**src/sv/i2c_reg_pkg.sv**
```systemverilog
package i2c_reg_pkg;

  localparam int DelayW = 18;

  localparam logic [1:0] CMD_TICK  = 2'd0;
  localparam logic [1:0] CMD_WRITE = 2'd1;
  localparam logic [1:0] CMD_READ  = 2'd2;

  localparam logic [1:0] MODE_MSB  = 2'd0;
  localparam logic [1:0] MODE_LSB  = 2'd1;
  localparam logic [1:0] MODE_LITE = 2'd2;

  localparam logic [1:0] REG_DEV_ADDR  = 2'd0;
  localparam logic [1:0] REG_BYTE_MODE = 2'd1;
  localparam logic [1:0] REG_TICKS_US  = 2'd2;
  localparam logic [1:0] REG_POLL_LIM  = 2'd3;

  typedef struct packed {
    logic [1:0]  command;
    logic [15:0] reg_addr;
    logic [15:0] write_value;
    logic        sda_in;
  } in_item_t;

  typedef struct packed {
    logic        scl_level;
    logic        scl_enable;
    logic        sda_level;
    logic        sda_enable;
    logic        busy_res;
    logic        done_res;
    logic [15:0] read_value;
  } out_item_t;

  function automatic logic [15:0] swap16(input logic [15:0] x);
    return {x[7:0], x[15:8]};
  endfunction

endpackage

```
**src/sv/i2c_reg_if.sv**
```systemverilog
interface i2c_reg_in_if;
  logic                 valid;
  logic                 ready;
  i2c_reg_pkg::in_item_t data;
  modport source (output valid, output data, input ready);
  modport sink   (input valid, input data, output ready);
endinterface

interface i2c_reg_out_if;
  logic                  valid;
  logic                  ready;
  i2c_reg_pkg::out_item_t data;
  modport source (output valid, output data, input ready);
  modport sink   (input valid, input data, output ready);
endinterface

```
**src/sv/i2c_master_reg16_access_core.sv**
```systemverilog
// Channel   | Dir | Payload                                          | Handshake
// in_       | in  | command, reg_addr, write_value, sda_in           | valid/ready
// out_      | out | scl/sda level+enable, busy, done, read_value     | valid/ready
// cfg_      | in  | APB: 4 registers at byte addresses 0,4,8,12      | psel/penable
//
// One tick per cycle while input is valid and not stalled: each accepted
// input advances the sequencer by one tick and yields one output transaction;
// the next-state logic is one counter decrement or one sequencing step between
// state and result register. Reset (rst_n low, synchronous) idles the sequencer
// and releases both pins. A held result stalls input only when the output
// register is full and not being taken; otherwise the input is ready every cycle.
module i2c_master_reg16_access_core (
  input  logic                clk,
  input  logic                rst_n,
  i2c_reg_in_if.sink          in_ch,
  i2c_reg_out_if.source       out_ch,
  input  logic                cfg_psel,
  input  logic                cfg_penable,
  input  logic                cfg_pwrite,
  input  logic [3:0]          cfg_paddr,
  input  logic [31:0]         cfg_pwdata,
  output logic [31:0]         cfg_prdata,
  output logic                cfg_pready
);
  import i2c_reg_pkg::*;

  typedef enum logic [4:0] {
    PH_IDLE, PH_ST_A, PH_ST_B, PH_WB_LOW, PH_WB_HIGH, PH_WB_END, PH_WA_REL,
    PH_WA_POLL, PH_WA_LOW, PH_RB_PRE, PH_RB_REL, PH_RB_HIGH, PH_RB_SAMPLE,
    PH_RB_LOW, PH_RB_ACK1, PH_RB_ACK2, PH_RB_ACK3, PH_WDELAY, PH_SP_A,
    PH_SP_B, PH_SP_C, PH_RDELAY, PH_FINISH
  } phase_t;

  // configuration registers
  logic [6:0]  dev_addr_r;
  logic [1:0]  mode_r;
  logic [10:0] tpu_r;
  logic [7:0]  poll_lim_r;

  // sequencer state
  phase_t      phase_r, phase_nxt;
  logic [3:0]  bit_cnt_r, bit_cnt_nxt;
  logic [2:0]  byte_idx_r, byte_idx_nxt;
  logic [DelayW-1:0] delay_r, delay_nxt;
  logic [7:0]  shift_r, shift_nxt, hi_r, hi_nxt, lo_r, lo_nxt, poll_r, poll_nxt;
  logic [15:0] haddr_r, haddr_nxt, hval_r, hval_nxt;
  logic        is_read_r, is_read_nxt;
  logic        scl_lv_r, scl_lv_nxt, scl_en_r, scl_en_nxt;
  logic        sda_lv_r, sda_lv_nxt, sda_en_r, sda_en_nxt;

  logic        out_valid_r;
  out_item_t   out_data_r, res_nxt;
  logic        take;

  assign cfg_pready   = 1'b1;
  assign in_ch.ready  = !out_valid_r || out_ch.ready;
  assign take         = in_ch.valid && in_ch.ready;
  assign out_ch.valid = out_valid_r;
  assign out_ch.data  = out_data_r;

  logic cfg_wr;
  assign cfg_wr = cfg_psel && cfg_penable && cfg_pwrite;

  always_comb begin
    case (cfg_paddr[3:2])
      REG_DEV_ADDR:  cfg_prdata = {25'd0, dev_addr_r};
      REG_BYTE_MODE: cfg_prdata = {30'd0, mode_r};
      REG_TICKS_US:  cfg_prdata = {21'd0, tpu_r};
      REG_POLL_LIM:  cfg_prdata = {24'd0, poll_lim_r};
      default:       cfg_prdata = 32'd0;
    endcase
  end

  // delay of n microseconds minus one; n fits in 7 bits, ticks in 11
  logic [10:0] tpu_eff;
  assign tpu_eff = (tpu_r == 11'd0) ? 11'd1 : tpu_r;
  function automatic logic [DelayW-1:0] hold_us(input logic [6:0] us,
                                                input logic [10:0] t);
    logic [DelayW-1:0] p;
    p = DelayW'(us) * DelayW'(t);
    return p - DelayW'(1);
  endfunction

  logic [7:0] tx_byte;
  logic [7:0] dev_w;
  always_comb begin
    dev_w = {dev_addr_r, 1'b0};
    if (byte_idx_nxt == 3'd0)      tx_byte = dev_w | {7'd0, is_read_nxt && mode_r == MODE_LITE};
    else if (byte_idx_nxt == 3'd1) tx_byte = haddr_nxt[15:8];
    else if (byte_idx_nxt == 3'd2) tx_byte = haddr_nxt[7:0];
    else if (is_read_nxt)          tx_byte = dev_w | 8'd1;
    else if (byte_idx_nxt == 3'd3) tx_byte = hval_nxt[15:8];
    else                           tx_byte = hval_nxt[7:0];
  end

  logic do_act, done;
  logic [3:0] bc_dec;
  always_comb begin
    phase_nxt = phase_r; bit_cnt_nxt = bit_cnt_r; byte_idx_nxt = byte_idx_r;
    delay_nxt = delay_r; shift_nxt = shift_r; hi_nxt = hi_r; lo_nxt = lo_r;
    poll_nxt = poll_r; haddr_nxt = haddr_r; hval_nxt = hval_r;
    is_read_nxt = is_read_r; scl_lv_nxt = scl_lv_r; scl_en_nxt = scl_en_r;
    sda_lv_nxt = sda_lv_r; sda_en_nxt = sda_en_r;
    done = 1'b0; do_act = 1'b0; bc_dec = bit_cnt_r - 4'd1;
    // latch a new command
    if (phase_r == PH_IDLE) begin
      if (in_ch.data.command == CMD_WRITE || in_ch.data.command == CMD_READ) begin
        is_read_nxt  = (in_ch.data.command == CMD_READ);
        haddr_nxt    = (mode_r == MODE_LITE) ? swap16(in_ch.data.reg_addr)
                                             : in_ch.data.reg_addr;
        hval_nxt     = 16'd0;
        if (!is_read_nxt)
          hval_nxt = (mode_r == MODE_LSB || mode_r == MODE_LITE)
                     ? swap16(in_ch.data.write_value) : in_ch.data.write_value;
        byte_idx_nxt = 3'd0; hi_nxt = 8'd0; lo_nxt = 8'd0;
        phase_nxt    = PH_ST_A;
        do_act       = 1'b1;
      end
    end else if (delay_r != '0) begin
      delay_nxt = delay_r - DelayW'(1);
    end else begin
      do_act = 1'b1;
    end
    // one sequencing step; PH_ST_B / PH_WA_LOW begin a byte from tx_byte
    if (do_act) begin
      case (phase_nxt)
        PH_ST_A: begin
          scl_en_nxt = 1'b1; sda_en_nxt = 1'b1; sda_lv_nxt = 1'b1; scl_lv_nxt = 1'b1;
          delay_nxt = hold_us(7'd1, tpu_eff); phase_nxt = PH_ST_B;
        end
        PH_ST_B: begin
          sda_lv_nxt = 1'b0; delay_nxt = hold_us(7'd1, tpu_eff);
          shift_nxt = tx_byte; bit_cnt_nxt = 4'd8; phase_nxt = PH_WB_LOW;
        end
        PH_WB_LOW: begin
          scl_en_nxt = 1'b1; sda_en_nxt = 1'b1; scl_lv_nxt = 1'b0;
          delay_nxt = hold_us(7'd1, tpu_eff); phase_nxt = PH_WB_HIGH;
        end
        PH_WB_HIGH: begin
          sda_lv_nxt = shift_r[7]; scl_lv_nxt = 1'b1;
          delay_nxt = hold_us(7'd1, tpu_eff);
          shift_nxt = {shift_r[6:0], 1'b0}; bit_cnt_nxt = bc_dec;
          phase_nxt = (bc_dec != 4'd0) ? PH_WB_LOW : PH_WB_END;
        end
        PH_WB_END: begin
          scl_lv_nxt = 1'b0; delay_nxt = hold_us(7'd1, tpu_eff); phase_nxt = PH_WA_REL;
        end
        PH_WA_REL: begin
          sda_en_nxt = 1'b0; scl_lv_nxt = 1'b1; delay_nxt = hold_us(7'd1, tpu_eff);
          poll_nxt = 8'd0; phase_nxt = PH_WA_POLL;
        end
        PH_WA_POLL: begin
          if (in_ch.data.sda_in && poll_r < poll_lim_r) begin
            poll_nxt = poll_r + 8'd1; delay_nxt = '0;
          end else begin
            delay_nxt = hold_us(7'd2, tpu_eff); phase_nxt = PH_WA_LOW;
          end
        end
        PH_WA_LOW: begin
          scl_lv_nxt = 1'b0; delay_nxt = hold_us(7'd2, tpu_eff);
          if (!is_read_r) begin
            if (byte_idx_r < 3'd4) begin
              byte_idx_nxt = byte_idx_r + 3'd1; phase_nxt = PH_WB_LOW;
            end else begin
              phase_nxt = PH_WDELAY;
            end
          end else if (byte_idx_r < 3'd2) begin
            byte_idx_nxt = byte_idx_r + 3'd1; phase_nxt = PH_WB_LOW;
          end else if (byte_idx_r == 3'd2 && mode_r != MODE_LITE) begin
            byte_idx_nxt = 3'd3; phase_nxt = PH_SP_A;
          end else begin
            byte_idx_nxt = 3'd4; phase_nxt = PH_RB_PRE;
          end
          if (phase_nxt == PH_WB_LOW) begin
            shift_nxt = tx_byte; bit_cnt_nxt = 4'd8;
          end
        end
        PH_RB_PRE: begin
          delay_nxt = hold_us(7'd1, tpu_eff); shift_nxt = 8'd0; bit_cnt_nxt = 4'd8;
          phase_nxt = PH_RB_REL;
        end
        PH_RB_REL: begin
          sda_en_nxt = 1'b0; delay_nxt = hold_us(7'd1, tpu_eff); phase_nxt = PH_RB_HIGH;
        end
        PH_RB_HIGH: begin
          scl_lv_nxt = 1'b1; delay_nxt = hold_us(7'd1, tpu_eff); phase_nxt = PH_RB_SAMPLE;
        end
        PH_RB_SAMPLE: begin
          shift_nxt = {shift_r[6:0], in_ch.data.sda_in};
          delay_nxt = hold_us(7'd1, tpu_eff); phase_nxt = PH_RB_LOW;
        end
        PH_RB_LOW: begin
          scl_lv_nxt = 1'b0; delay_nxt = hold_us(7'd1, tpu_eff); bit_cnt_nxt = bc_dec;
          phase_nxt = (bc_dec != 4'd0) ? PH_RB_HIGH : PH_RB_ACK1;
        end
        PH_RB_ACK1: begin
          sda_en_nxt = 1'b1; scl_lv_nxt = 1'b0; sda_lv_nxt = (byte_idx_r != 3'd4);
          delay_nxt = hold_us(7'd1, tpu_eff); phase_nxt = PH_RB_ACK2;
        end
        PH_RB_ACK2: begin
          scl_lv_nxt = 1'b1; delay_nxt = hold_us(7'd1, tpu_eff); phase_nxt = PH_RB_ACK3;
        end
        PH_RB_ACK3: begin
          scl_lv_nxt = 1'b0; delay_nxt = hold_us(7'd1, tpu_eff);
          if (byte_idx_r == 3'd4) begin
            hi_nxt = shift_r; byte_idx_nxt = 3'd5; phase_nxt = PH_RB_PRE;
          end else begin
            lo_nxt = shift_r; phase_nxt = PH_SP_A;
          end
        end
        PH_WDELAY: begin
          delay_nxt = hold_us(7'd100, tpu_eff); phase_nxt = PH_SP_A;
        end
        PH_SP_A: begin
          sda_en_nxt = 1'b1; scl_lv_nxt = 1'b0; sda_lv_nxt = 1'b0;
          delay_nxt = hold_us(7'd1, tpu_eff); phase_nxt = PH_SP_B;
        end
        PH_SP_B: begin
          scl_lv_nxt = 1'b1; delay_nxt = hold_us(7'd1, tpu_eff); phase_nxt = PH_SP_C;
        end
        PH_SP_C: begin
          sda_lv_nxt = 1'b1; delay_nxt = hold_us(7'd10, tpu_eff);
          phase_nxt = (is_read_r && byte_idx_r == 3'd3) ? PH_RDELAY : PH_FINISH;
        end
        PH_RDELAY: begin
          sda_en_nxt = 1'b0; scl_en_nxt = 1'b0; delay_nxt = hold_us(7'd5, tpu_eff);
          phase_nxt = PH_ST_A;
        end
        PH_FINISH: begin
          sda_en_nxt = 1'b0; scl_en_nxt = 1'b0; delay_nxt = '0;
          done = 1'b1; phase_nxt = PH_IDLE;
        end
        default: begin
          sda_en_nxt = 1'b0; scl_en_nxt = 1'b0; delay_nxt = '0; phase_nxt = PH_IDLE;
        end
      endcase
    end
    res_nxt.scl_level  = scl_lv_nxt;
    res_nxt.scl_enable = scl_en_nxt;
    res_nxt.sda_level  = sda_lv_nxt;
    res_nxt.sda_enable = sda_en_nxt;
    res_nxt.busy_res   = (phase_nxt != PH_IDLE);
    res_nxt.done_res   = done;
    res_nxt.read_value = 16'd0;
    if (done && is_read_nxt)
      res_nxt.read_value = (mode_r == MODE_MSB) ? {hi_nxt, lo_nxt} : {lo_nxt, hi_nxt};
  end

  always_ff @(posedge clk) begin
    if (!rst_n) begin
      dev_addr_r <= 7'd0; mode_r <= MODE_MSB; tpu_r <= 11'd1; poll_lim_r <= 8'd100;
      phase_r <= PH_IDLE; bit_cnt_r <= 4'd0; byte_idx_r <= 3'd0; delay_r <= '0;
      shift_r <= 8'd0; hi_r <= 8'd0; lo_r <= 8'd0; poll_r <= 8'd0;
      haddr_r <= 16'd0; hval_r <= 16'd0; is_read_r <= 1'b0;
      scl_lv_r <= 1'b0; scl_en_r <= 1'b0; sda_lv_r <= 1'b0; sda_en_r <= 1'b0;
      out_valid_r <= 1'b0;
    end else begin
      if (cfg_wr) begin
        case (cfg_paddr[3:2])
          REG_DEV_ADDR:  dev_addr_r <= cfg_pwdata[6:0];
          REG_BYTE_MODE: mode_r     <= cfg_pwdata[1:0];
          REG_TICKS_US:  tpu_r      <= cfg_pwdata[10:0];
          REG_POLL_LIM:  poll_lim_r <= cfg_pwdata[7:0];
          default: ;
        endcase
      end
      // advance one tick per accepted input transaction
      if (take) begin
        phase_r <= phase_nxt; bit_cnt_r <= bit_cnt_nxt; byte_idx_r <= byte_idx_nxt;
        delay_r <= delay_nxt; shift_r <= shift_nxt; hi_r <= hi_nxt; lo_r <= lo_nxt;
        poll_r <= poll_nxt; haddr_r <= haddr_nxt; hval_r <= hval_nxt;
        is_read_r <= is_read_nxt; scl_lv_r <= scl_lv_nxt; scl_en_r <= scl_en_nxt;
        sda_lv_r <= sda_lv_nxt; sda_en_r <= sda_en_nxt;
        out_valid_r <= 1'b1;
      end else if (out_ch.ready) begin
        out_valid_r <= 1'b0;
      end
    end
  end

  always_ff @(posedge clk) begin
    if (take) out_data_r <= res_nxt;
  end

  // done only ever reported with the sequencer back in idle
  a_done_idle: assert property (@(posedge clk) disable iff (!rst_n)
    out_valid_r && out_data_r.done_res |-> !out_data_r.busy_res && phase_r == PH_IDLE)
    else $error("done while busy");
  // a held result may not be overwritten
  a_hold: assert property (@(posedge clk) disable iff (!rst_n)
    out_valid_r && !out_ch.ready |=> $stable(out_data_r))
    else $error("result lost");
  // busy in the output mirrors the sequencer phase
  a_busy: assert property (@(posedge clk) disable iff (!rst_n)
    $past(take) |-> out_data_r.busy_res == (phase_r != PH_IDLE))
    else $error("busy mismatch");
endmodule
```
**src/flat_wrapper.sv**
```systemverilog
// flat-port wrapper written by rule: the top's interface ports become plain ports
module i2c_master_reg16_access_core_flat import i2c_reg_pkg::*;
  (clk, rst_n, cfg_psel, cfg_penable, cfg_pwrite, cfg_paddr, cfg_pwdata, cfg_prdata, cfg_pready, in_ch_valid, in_ch_data, in_ch_ready, out_ch_valid, out_ch_data, out_ch_ready);
  i2c_reg_in_if in_ch_i ();
  i2c_reg_out_if out_ch_i ();
  input  logic clk;
  input  logic rst_n;
  input  logic cfg_psel;
  input  logic cfg_penable;
  input  logic cfg_pwrite;
  input  logic [3:0] cfg_paddr;
  input  logic [31:0] cfg_pwdata;
  output logic [31:0] cfg_prdata;
  output logic cfg_pready;
  input wire logic [$bits(in_ch_i.valid)-1:0] in_ch_valid;
  input wire logic [$bits(in_ch_i.data)-1:0] in_ch_data;
  output wire logic [$bits(in_ch_i.ready)-1:0] in_ch_ready;
  output wire logic [$bits(out_ch_i.valid)-1:0] out_ch_valid;
  output wire logic [$bits(out_ch_i.data)-1:0] out_ch_data;
  input wire logic [$bits(out_ch_i.ready)-1:0] out_ch_ready;
  assign in_ch_i.valid = in_ch_valid;
  assign in_ch_i.data = in_ch_data;
  assign in_ch_ready = in_ch_i.ready;
  assign out_ch_valid = out_ch_i.valid;
  assign out_ch_data = out_ch_i.data;
  assign out_ch_i.ready = out_ch_ready;
  i2c_master_reg16_access_core u_core (.clk(clk), .rst_n(rst_n), .in_ch(in_ch_i), .out_ch(out_ch_i), .cfg_psel(cfg_psel), .cfg_penable(cfg_penable), .cfg_pwrite(cfg_pwrite), .cfg_paddr(cfg_paddr), .cfg_pwdata(cfg_pwdata), .cfg_prdata(cfg_prdata), .cfg_pready(cfg_pready));
endmodule
```
**config.mk**
```make
export PLATFORM = sky130hd
export DESIGN_NAME = i2c_master_reg16_access_core_flat
export DESIGN_NICKNAME = d
export VERILOG_FILES = /design/src/sv/i2c_reg_pkg.sv /design/src/sv/i2c_reg_if.sv /design/src/sv/i2c_master_reg16_access_core.sv /design/src/flat_wrapper.sv
export SDC_FILE = /design/constraint.sdc
export NUM_CORES = 1
export LEC_CHECK = 0
export BUFFER_PORTS_ARGS = -buffer_cell sky130_fd_sc_hd__buf_2
export CORE_ASPECT_RATIO = 1.5
export CORE_MARGIN = 3
export CORE_UTILIZATION = 34
export DETAILED_ROUTE_END_ITERATION = 10
export RECOVER_POWER = 100
export SYNTH_ARGS = -nofsm -noshare
export SYNTH_HDL_FRONTEND = slang
export SYNTH_SLANG_ARGS = --single-unit
```
**constraint.sdc**
```tcl
create_clock -name clk -period 13.18 [get_ports clk]
set_clock_uncertainty 0.15 [all_clocks]
set_input_delay 0 -clock clk [delete_from_list [all_inputs] [get_ports clk]]
set_output_delay 0 -clock clk [all_outputs]
set_load 0.05 [all_outputs]
```
**Word level (Yosys, flattened, before mapping)**

Index checks and enable logic that the tools add are counted.

- Memories kept: 0
- Output and inout port bits: 57
- Input port bits: 78
- Bits in registers: 150
- Memory bits (writable): 0
- ROM bits: 0
- Bits in latches: 0
- Word-level logic and storage cells: 205

- $add $sub $neg: 9
- Multipliers: 3
- Shift operators: 0
- Divide/modulo/power cells: 0
- Bitwise gates (word level): 1
- Muxes and demuxes: 77
- $lt $le $gt $ge: 3
- Reductions and logical operators: 44
- Equality and inequality tests: 41

Operator list:

| kind | number |
|---|---|
| $mux 8 | 17 |
| $mux 16 | 8 |
| $pmux 32 s4 | 1 |
| $pmux 18 s6 | 1 |
| $pmux 5 s21 | 1 |
| $mux 18 | 4 |
| $mux 5 | 11 |
| $eq 5x4->1 const B | 8 |
| $pmux 8 s5 | 1 |
| $sub 18x1->18 const B | 2 |
| $eq 5x5->1 const B | 7 |
| $mux 3 | 10 |
| $mul 3x11->14 const A | 2 |
| $eq 5x3->1 const B | 4 |
| $reduce_bool 18->1 | 1 |
| $reduce_or 18->1 | 1 |
| $mul 5x11->16 const A | 1 |
| $pmux 8 s2 | 1 |
| $reduce_or 16->1 | 1 |
| $sub 15x1->16 const B | 1 |
| $eq 5x2->1 const B | 3 |
| $sub 14x1->15 const B | 1 |
| $reduce_or 14->1 | 1 |
| $mux 1 | 13 |
| 43 further kinds | 77 |

**Depth between registers and ports, before layout**

Gate-level depths: netlist of the first run.

- Depth after elaboration: 16
- Mapped depth: 20
- Mapped depth without buffers: 20

**Worst setup path before layout of the first run**

No wires, ideal clock.

- Path kind: register -> register
- Start: reg u_core.tpu_r[2]
- End: reg u_core.delay_r[17]
- Setup time: 134 ps
- Cell stages (with the launch flop): 21
- Buffers on the path: 0
- Period minus slack after synthesis: 5,642 ps
- Slack: 7,538 ps
- Data required time: 12,896 ps
- Data arrival time: 5,358 ps
- Path through: dfxtp_1 > inv_1 > ha_1 > nor4bb_1 > nand4b_1 > nand2_1 > inv_1 > ha_1 > ha_1 > inv_1 > fa_1 > inv_1 > ha_1 > a21oi_1 > a21oi_1 > or3_1 > a2111o_1 > or4_1 > or3_1 > a32oi_1 > a31oi_1

- Cells in the longest elaborated chain, start to end: 6
- Elaborated cells on any way between the ends: 13
- Those cells by class: add/sub: 5; mul: 3; mux: 4; reduce/logical: 1

Ends and longest elaborated chain:

| what | line | text |
|---|---|---|
| from (decl) | i2c_master_reg16_access_core.sv:37 | `logic [10:0] tpu_r;` |
| from (signal assigned) | i2c_master_reg16_access_core.sv:262 | `REG_TICKS_US: tpu_r <= cfg_pwdata[10:0];` |
| $logic_not 11->1 | i2c_master_reg16_access_core.sv:76 | `assign tpu_eff = (tpu_r == 11'd0) ? 11'd1 : tpu_r;` |
| $mux 11 * | i2c_master_reg16_access_core.sv:76 |  |
| $mul 5x11->16, or another cell as far along | i2c_master_reg16_access_core.sv:80 | `p = DelayW'(us) * DelayW'(t);` |
| $sub 18x1->18, or another cell as far along | i2c_master_reg16_access_core.sv:81 | `return p - DelayW'(1);` |
| $pmux 18 s6 * | i2c_master_reg16_access_core.sv:126 | `case (phase_nxt)` |
| $mux 18 * | i2c_master_reg16_access_core.sv:125 | `if (do_act) begin` |
| to (signal assigned) | i2c_master_reg16_access_core.sv:270 | `delay_r <= delay_nxt; shift_r <= shift_nxt; hi_r <= hi_nxt; lo_r <= lo_nxt;` |
| to (decl) | i2c_master_reg16_access_core.sv:44 | `logic [DelayW-1:0] delay_r, delay_nxt;` |

Every way passes the cells marked *; elsewhere a longest branch is shown, timed or not.
A chain may end at the register's enable or synchronous reset.

**Final worst setup path of the first run**

- Start: reg u_core.out_valid_r (netlist: u_core.out_ch.valid)
- End: reg u_core.poll_r[3]

- Cells in the longest elaborated chain, start to end: 4

Ends and longest elaborated chain:

| what | line | text |
|---|---|---|
| from (decl) | i2c_master_reg16_access_core.sv:51 | `logic out_valid_r;` |
| from (signal assigned) | i2c_master_reg16_access_core.sv:256 | `out_valid_r <= 1'b0;` |
| from (signal assigned) | i2c_master_reg16_access_core.sv:274 | `out_valid_r <= 1'b1;` |
| from (signal assigned) | i2c_master_reg16_access_core.sv:276 | `out_valid_r <= 1'b0;` |
| $logic_not 1->1 | i2c_master_reg16_access_core.sv:56 | `assign in_ch.ready = !out_valid_r \|\| out_ch.ready;` |
| $logic_or 1x1->1 | i2c_master_reg16_access_core.sv:56 |  |
| $logic_and 1x1->1 | i2c_master_reg16_access_core.sv:57 | `assign take = in_ch.valid && in_ch.ready;` |
| $reduce_and 4->1 (no source line) | -- |  |
| to (signal assigned) | i2c_master_reg16_access_core.sv:271 | `poll_r <= poll_nxt; haddr_r <= haddr_nxt; hval_r <= hval_nxt;` |
| to (decl) | i2c_master_reg16_access_core.sv:45 | `logic [7:0] shift_r, shift_nxt, hi_r, hi_nxt, lo_r, lo_nxt, poll_r, poll_nxt;` |

Every way passes these cells.

==> results of run 1 <==
==> worst reg2reg max path: stages, from the launching register on <==
cell	delay [ns]
dfxtp_1	0.31
nand2b_1	0.10
nand2_1	0.06
clkbuf_1	0.74
clkinvlp_2	1.17
clkbuf_1	2.41
nand2_1	0.60
a211oi_1	1.36
nand2_1	0.13
nand2_1	0.28
nor2_1	0.09
==> final cells by class <==
class                   instances  area (um2)
clock inverters                15         160
clock buffers                  17         425
multi-input cells            1326        8720
repair buffers                156        1000
flip-flops and latches        150        3220
well taps                     484         606
inverters                      88         333
fillers                      3765       22400
==> state kept, by name, indices dropped and copies added (netlist names), 8 cells and up <==
register / flops
u_core.out_ch.data: 22
u_core.delay_r: 18
u_core.haddr_r: 16
u_core.hval_r: 16
u_core.tpu_r: 11
u_core.hi_r: 8
u_core.lo_r: 8
u_core.poll_lim_r: 8
u_core.poll_r: 8
u_core.shift_r: 8
==> layout by cell type (no fill, tap or decap), drive strengths merged, types with 16 or more instances in the layout <==
| cell | count |
|---|---|
| a21oi | 156 |
| a211oi | 65 |
| buf | 69 |
| nor2 | 193 |
| nor2b | 33 |
| edfxtp | 22 |
| nand4 | 19 |
| clkbuf | 57 |
| inv | 85 |
| nand2 | 157 |
| o22ai | 26 |
| nor3 | 48 |
| nand3 | 41 |
| o21ai | 76 |
| ha | 96 |
| dlygate4sd3 | 47 |
| mux2i | 53 |
| fa | 16 |
| dfxtp | 128 |
| xor2 | 27 |
| xnor2 | 32 |
| conb | 22 |
| or3 | 17 |
==> path summary, 6_finish.rpt <==
path / slack [ns] / end
max: 5.64 / u_core.poll_r[3]
min: 0.008 / u_core.hval_r[0]
max reg2reg: 5.64 / u_core.poll_r[3]
min reg2reg: 0.31 / u_core.poll_lim_r[3]
==> layer usage <==
layer	vias up	GRT usage, %
li1	6138	-
met1	5992	22.3
met2	369	35.9
met3	98	2.13
met4	0	10.1
met5	-	0
==> metrics by stage <==
step / std cells / hold WS (ns) / util [%]
floorplan: 1682 / -0.0260 / -
detailed placement: 2157 / 0.0983 / 36.6
global placement: 2157 / 0.0920 / 36.6
CTS: 2236 / 0.00169 / 39.5
global route: 2236 / 0.0432 / 39.2
finish: 2236 / 0.00802 / 39.2
==> power breakdown <==
| part | switching (mW) | total [mW] | internal [mW] |
|---|---|---|---|
| clock | 0.203 | 0.497 | 0.294 |
| sequential | 0.0194 | 0.509 | 0.490 |
| combinational | 0.227 | 0.344 | 0.117 |
| total | 0.449 | 1.35 | 0.902 |
==> cell families after synthesis <==
kind of cell	count (synthesis)	share of synthesized area [%]
buffers and inverters	206	6.94
xor gates and xnor gates	59	4.04
muxes	61	5.03
AOI/OAI and AO/OA	484	25.0
adders and majority gates	112	11.9
DFF	150	25.2
other	2	0.0588
and+or+nand+nor	588	21.8
==> Yosys cell counts (17+ instances only) <==
cell type | number | area share, %
o22ai_1 | 26 | 1.3
nor3_1 | 47 | 1.8
nand4_1 | 19 | 0.93
nand3_1 | 40 | 1.6
or3_1 | 17 | 0.83
buf_4 | 23 | 1.4
mux2i_1 | 53 | 4.2
inv_1 | 84 | 2.5
nand2_1 | 156 | 4.6
a21oi_1 | 156 | 6.1
clkbuf_1 | 71 | 2.1
nor2b_1 | 33 | 1.6
xnor2_1 | 32 | 2.2
ha_1 | 96 | 9.4
dfxtp_1 | 128 | 20
a211oi_1 | 64 | 3.8
edfxtp_1 | 22 | 5.2
xor2_1 | 27 | 1.9
nor2_1 | 190 | 5.6
o21ai_0 | 71 | 2.8
==> reports/summary.txt, run 1 <==
status - complete, but fails checks
Ys Warns - 0
Setup Slack @ Placement - 6.72 ns
Hold Crit Depth - 5
fmax - 0.133 GHz
Final ANT Viol Nets - 0
Hold Fails Final Rpt - 0
number of synthesized flops with an enable pin - 22
worst hold path startpoint - in_ch_data[9]
hold_buf cts - 47
Total GRT Usage - 19.7%
clk sinks - 150
FF+latch count, synth - 150
maximum vdd drop - 70.4 uV
synth unique cells - 89
Finish-stage setup viols - 0
metal3 WL - 1570 um
hpwl dp - 29900 um
Routed WL - 39900 um
total CTS buffers - 17
Seq/Total Area, Yosys - 25.2%
headroom to the max-slew limit - -198%
Die H - 243 um
I/O pin count - 135
critical-path cell list - nand2b_1, nand2_1, clkbuf_1, clkinvlp_2, clkbuf_1, nand2_1, a211oi_1, nand2_1, nand2_1, nor2_1
type of origin of the critical path - flop
most frequent CP cell - nand2_1
Worst Tran Pin Value - 4.46 ns
setup repair bufs after CTS - 0
crit-path max cell delay - 2.40 ns
vias - 12597
max-slew violations - 318
vias in the first global route - 11922
PnR Total Power - 1.35 mW
Avg Cell Area, Syn - 7.69 um2
Vias/cell - 5.63
final critical-path required period - 7.54 ns
uppermost routed layer - met4
Iter 0 DRT Violations - 958
fin crit share - 57.2%
die area - 0.0400 mm2
CP Class - flop to flop
R2R depth - 10
CTS tree - yes
Root Driver - clkbuf_16
FP Rows - 86
CP max FO - 78
Critical Path RT - 13.35 ns
final setup TNS - 0 ns
first-pass GRT wire length - 63300 um
CP Depth - 10
max_cap viols - 5
initial cell density of the core - 34.6%
Reg2Reg Launch Point - u_core.out_ch.valid
CP endpoint kind - flop
Leakage - 5.77 nW
failing checks - max-capacitance violations, max-slew violations
# DRC - 0
CORE AREA - 0.0369 mm2
delay-heaviest family, CP - buffers and inverters
Met2 Routed Length - 20800 um
DP Area - 0.0135 mm2
Setup crit start - u_core.out_ch.valid
worst setup margin - 5.64 ns
RSZ-0062 raised after global routing - no
Primary FF master, synth - dfxtp_1
H-Tree Depth - 4
Clk Latency, worst-skew pair - 0.44 ns
layout net count - 1929
area grow syn2layout - 13.2%
area of the mapped netlist - 0.0128 mm2
Die Wd - 164 um
Metal-1 WL - 15600 um
PwrDens - 93.3 mW/mm2
Buf/Inv on CP - 3
initial antenna violation count - 0
layout cells sized above 1 - 7.36%
post-synthesis async set-or-reset flop share - 0%
# diodes - 0
GRT overflow - 0
WL/cell - 17.9 um
pin count of the biggest net entering global routing - 92
Synth Instances - 1662
GPL Wtd Cong - 0.914
IO Port Bufs - 89
WP data arrival - 7.71 ns
Worst-path clk slew - 0.07 ns
CTS resizes - 0
Worst Hold Class - input port to flop
CTS Buffer Depth - 2
critical path's slowest cell - clkbuf_1
DR pass1 iterations - 6
post-route cell area - 0.0145 mm2
Power figures use the tool's default switching activity.
==> inputs of run 2 (changes only) <==
--- a/config.mk
+++ b/config.mk
@@ -5,6 +5,7 @@
 export SDC_FILE = /design/constraint.sdc
 export NUM_CORES = 1
 export LEC_CHECK = 0
+export ABC_AREA = 1
 export BUFFER_PORTS_ARGS = -buffer_cell sky130_fd_sc_hd__buf_2
 export CORE_ASPECT_RATIO = 1.5
 export CORE_MARGIN = 3
==> constraint.sdc (replaced) <==
create_clock -name clk -period 6.8 [get_ports clk]
set_clock_uncertainty 0.15 [all_clocks]
set_input_delay 0 -clock clk [delete_from_list [all_inputs] [get_ports clk]]
set_output_delay 0 -clock clk [all_outputs]
set_load 0.05 [all_outputs]
==> reports/summary.txt, run 2 <==
status - complete, but fails checks
failing checks - max-capacitance violations, max-slew violations
GPL Wtd Cong - 0.947
pin count of the biggest net entering global routing - 78
WP data arrival - 5.66 ns
IO Port Bufs - 89
Final ANT Viol Nets - 0
Clk Latency, worst-skew pair - 0.44 ns
CTS Buffer Depth - 2
vias - 13041
FF+latch count, synth - 150
type of origin of the critical path - flop
area grow syn2layout - 14.4%
number of synthesized flops with an enable pin - 22
final core occ - 39.4%
reg2reg setup slack - 1.20 ns
die area - 0.0406 mm2
CP endpoint kind - flop
most frequent cells in the layout - 360 x nand2_1, 321 x inv_1, 211 x o21ai_0, 196 x nor2_1, 161 x a21oi_1
FILL cells - 4070
area of the mapped netlist - 0.0130 mm2
Vias/cell - 5.04
Die H - 245 um
Critical Path RT - 6.87 ns
# diodes - 0
WL/cell - 15.4 um
Seq/Total Area, Yosys - 24.8%
Total GRT Usage - 19.4%
clk sinks - 150
Reg2Reg Launch Point - u_core.out_ch.valid
setup repair bufs after CTS - 0
fin crit share - 82.3%
PnR Total Power - 2.74 mW
Hold Crit Depth - 7
max reg flops - 22
CP Class - flop to flop
Avg Cell Area, Syn - 6.58 um2
CTS tree - yes
GRT overflow - 0
final setup TNS - 0 ns
synth unique cells - 62
Worst Hold Class - input port to flop
layout net count - 2273
Die Wd - 165 um
Worst Tran Pin Value - 2.86 ns
CORE AREA - 0.0377 mm2
H-Tree Depth - 4
I/O pin count - 135
maximum vdd drop - 177 uV
worst reg2reg endpoint - u_core.byte_idx_r[2]
worst hold path startpoint - in_ch_data[26]
final critical-path required period - 5.60 ns
initial cell density of the core - 34.4%
initial antenna violation count - 0
top cells by count, synth - 358 x nand2_1, 317 x inv_1, 208 x o21ai_0, 194 x nor2_1, 159 x a21oi_1
Root Driver - clkbuf_16
Finish-stage setup viols - 0
DR pass1 iterations - 5
layout cells sized above 1 - 7.11%
Iter 0 DRT Violations - 908
hpwl dp - 30600 um
Hold Fails Final Rpt - 0
first-pass GRT wire length - 62800 um
Area contributors post-synth - dfxtp_1 20%, nand2_1 10%, ha_1 9.3%
max-slew violations - 175
Ys Warns - 0
Routed WL - 39800 um
RSZ-0062 raised after global routing - no
Synth area leader - dfxtp_1
CP max FO - 66
vias in the first global route - 12489
Worst-path clk slew - 0.06 ns
PwrDens - 185 mW/mm2
fmax - 0.179 GHz
FP Rows - 87
Synth Instances - 1972
post-synthesis async set-or-reset flop share - 0%
max_cap viols - 3
total CTS buffers - 17
Hold Path Sink - u_core.haddr_r[9]
# DRC - 0
most frequent cell after synthesis - nand2_1
R2R depth - 7
post-synth top area share - 19.8%
Leakage - 7.14 nW
headroom to the max-slew limit - -90.7%
Primary FF master, synth - dfxtp_1
commonest non-fill, non-tap cell in the layout - nand2_1
==> run 2: logic make-up after synthesis <==
logic type               Yosys count  synth area share [%]
AND/OR/NAND/NOR                  751                  25.5
AO/OA/AOI/OAI                    477                  20.8
buffers and inverters            424                  13.3
flip-flops                       150                  24.8
adder cells (fa/ha/maj)          112                  11.7
XOR/XNOR                          48                  3.24
multiplexers                       8                 0.617
other                              2                0.0579
==> run 2: how the worst max path moves through the flow <==
stage	start	to	slack, ns	cells after the start
2_1_floorplan	u_core.tpu_r[3]	u_core.delay_r[15]	2.07	26
3_3_place_gp	u_core.tpu_r[3]	u_core.delay_r[15]	1.45	26
3_5_place_dp	u_core.tpu_r[3]	u_core.delay_r[15]	1.41	26
4_1_cts	u_core.tpu_r[3]	u_core.delay_r[15]	1.39	26
5_1_grt	u_core.out_ch.valid	u_core.byte_idx_r[2]	0.49	7
6_report	u_core.out_ch.valid	u_core.byte_idx_r[2]	1.20	7
==> run 2: timing repair <==
item                      4_1_cts  5_1_grt
gates resized for setup         0        0
hold buffers                   59        0
hold endpoints to repair       59        0
==> run 2: through the flow <==
step                hold slack [ns]  area [um2]  setup slack [ns]  instances
floorplan                   -0.0196       13000              2.07       1992
global placement              0.108       13700              1.45       2494
detailed placement            0.124       13700              1.41       2494
CTS                         0.00120       14900              1.39       2585
global route                 0.0538       14800             0.495       2585
finish                      0.00893       14800              1.20       2585
==> run 2: layer usage <==
layer	vias up	share of wire, %	GRT usage, %
li1	6655	-	-
met5	-	0	0
met2	302	52	35.6
met1	5963	39	20.8
met4	0	6.4	11.4
met3	121	3.2	2.40
==> run 2: critical path: stages, from the launching register on <==
cell and delay (ns):
dfxtp_1 0.32, nand2_1 0.09, nand2_2 0.06, clkbuf_1 1.92, inv_1 0.93, clkbuf_1 1.23
o21ai_0 0.56, a21oi_1 0.07
==> run 2: report_power, final <==
group,internal (mW),switching (mW),total [mW]
registers,0.961,0.0372,0.998
clock network,0.575,0.408,0.983
logic,0.237,0.527,0.763
total,1.77,0.972,2.74
==> run 2: cell type report <==
| class | count | area, um2 | area share, % |
|---|---|---|---|
| multi-input cells | 1418 | 8070 | 54.4 |
| flip-flops and latches | 150 | 3220 | 21.7 |
| inverters | 336 | 1260 | 8.52 |
| repair buffers | 160 | 1060 | 7.15 |
| well taps | 489 | 612 | 4.12 |
| clock buffers | 19 | 464 | 3.13 |
| clock inverters | 13 | 143 | 0.961 |
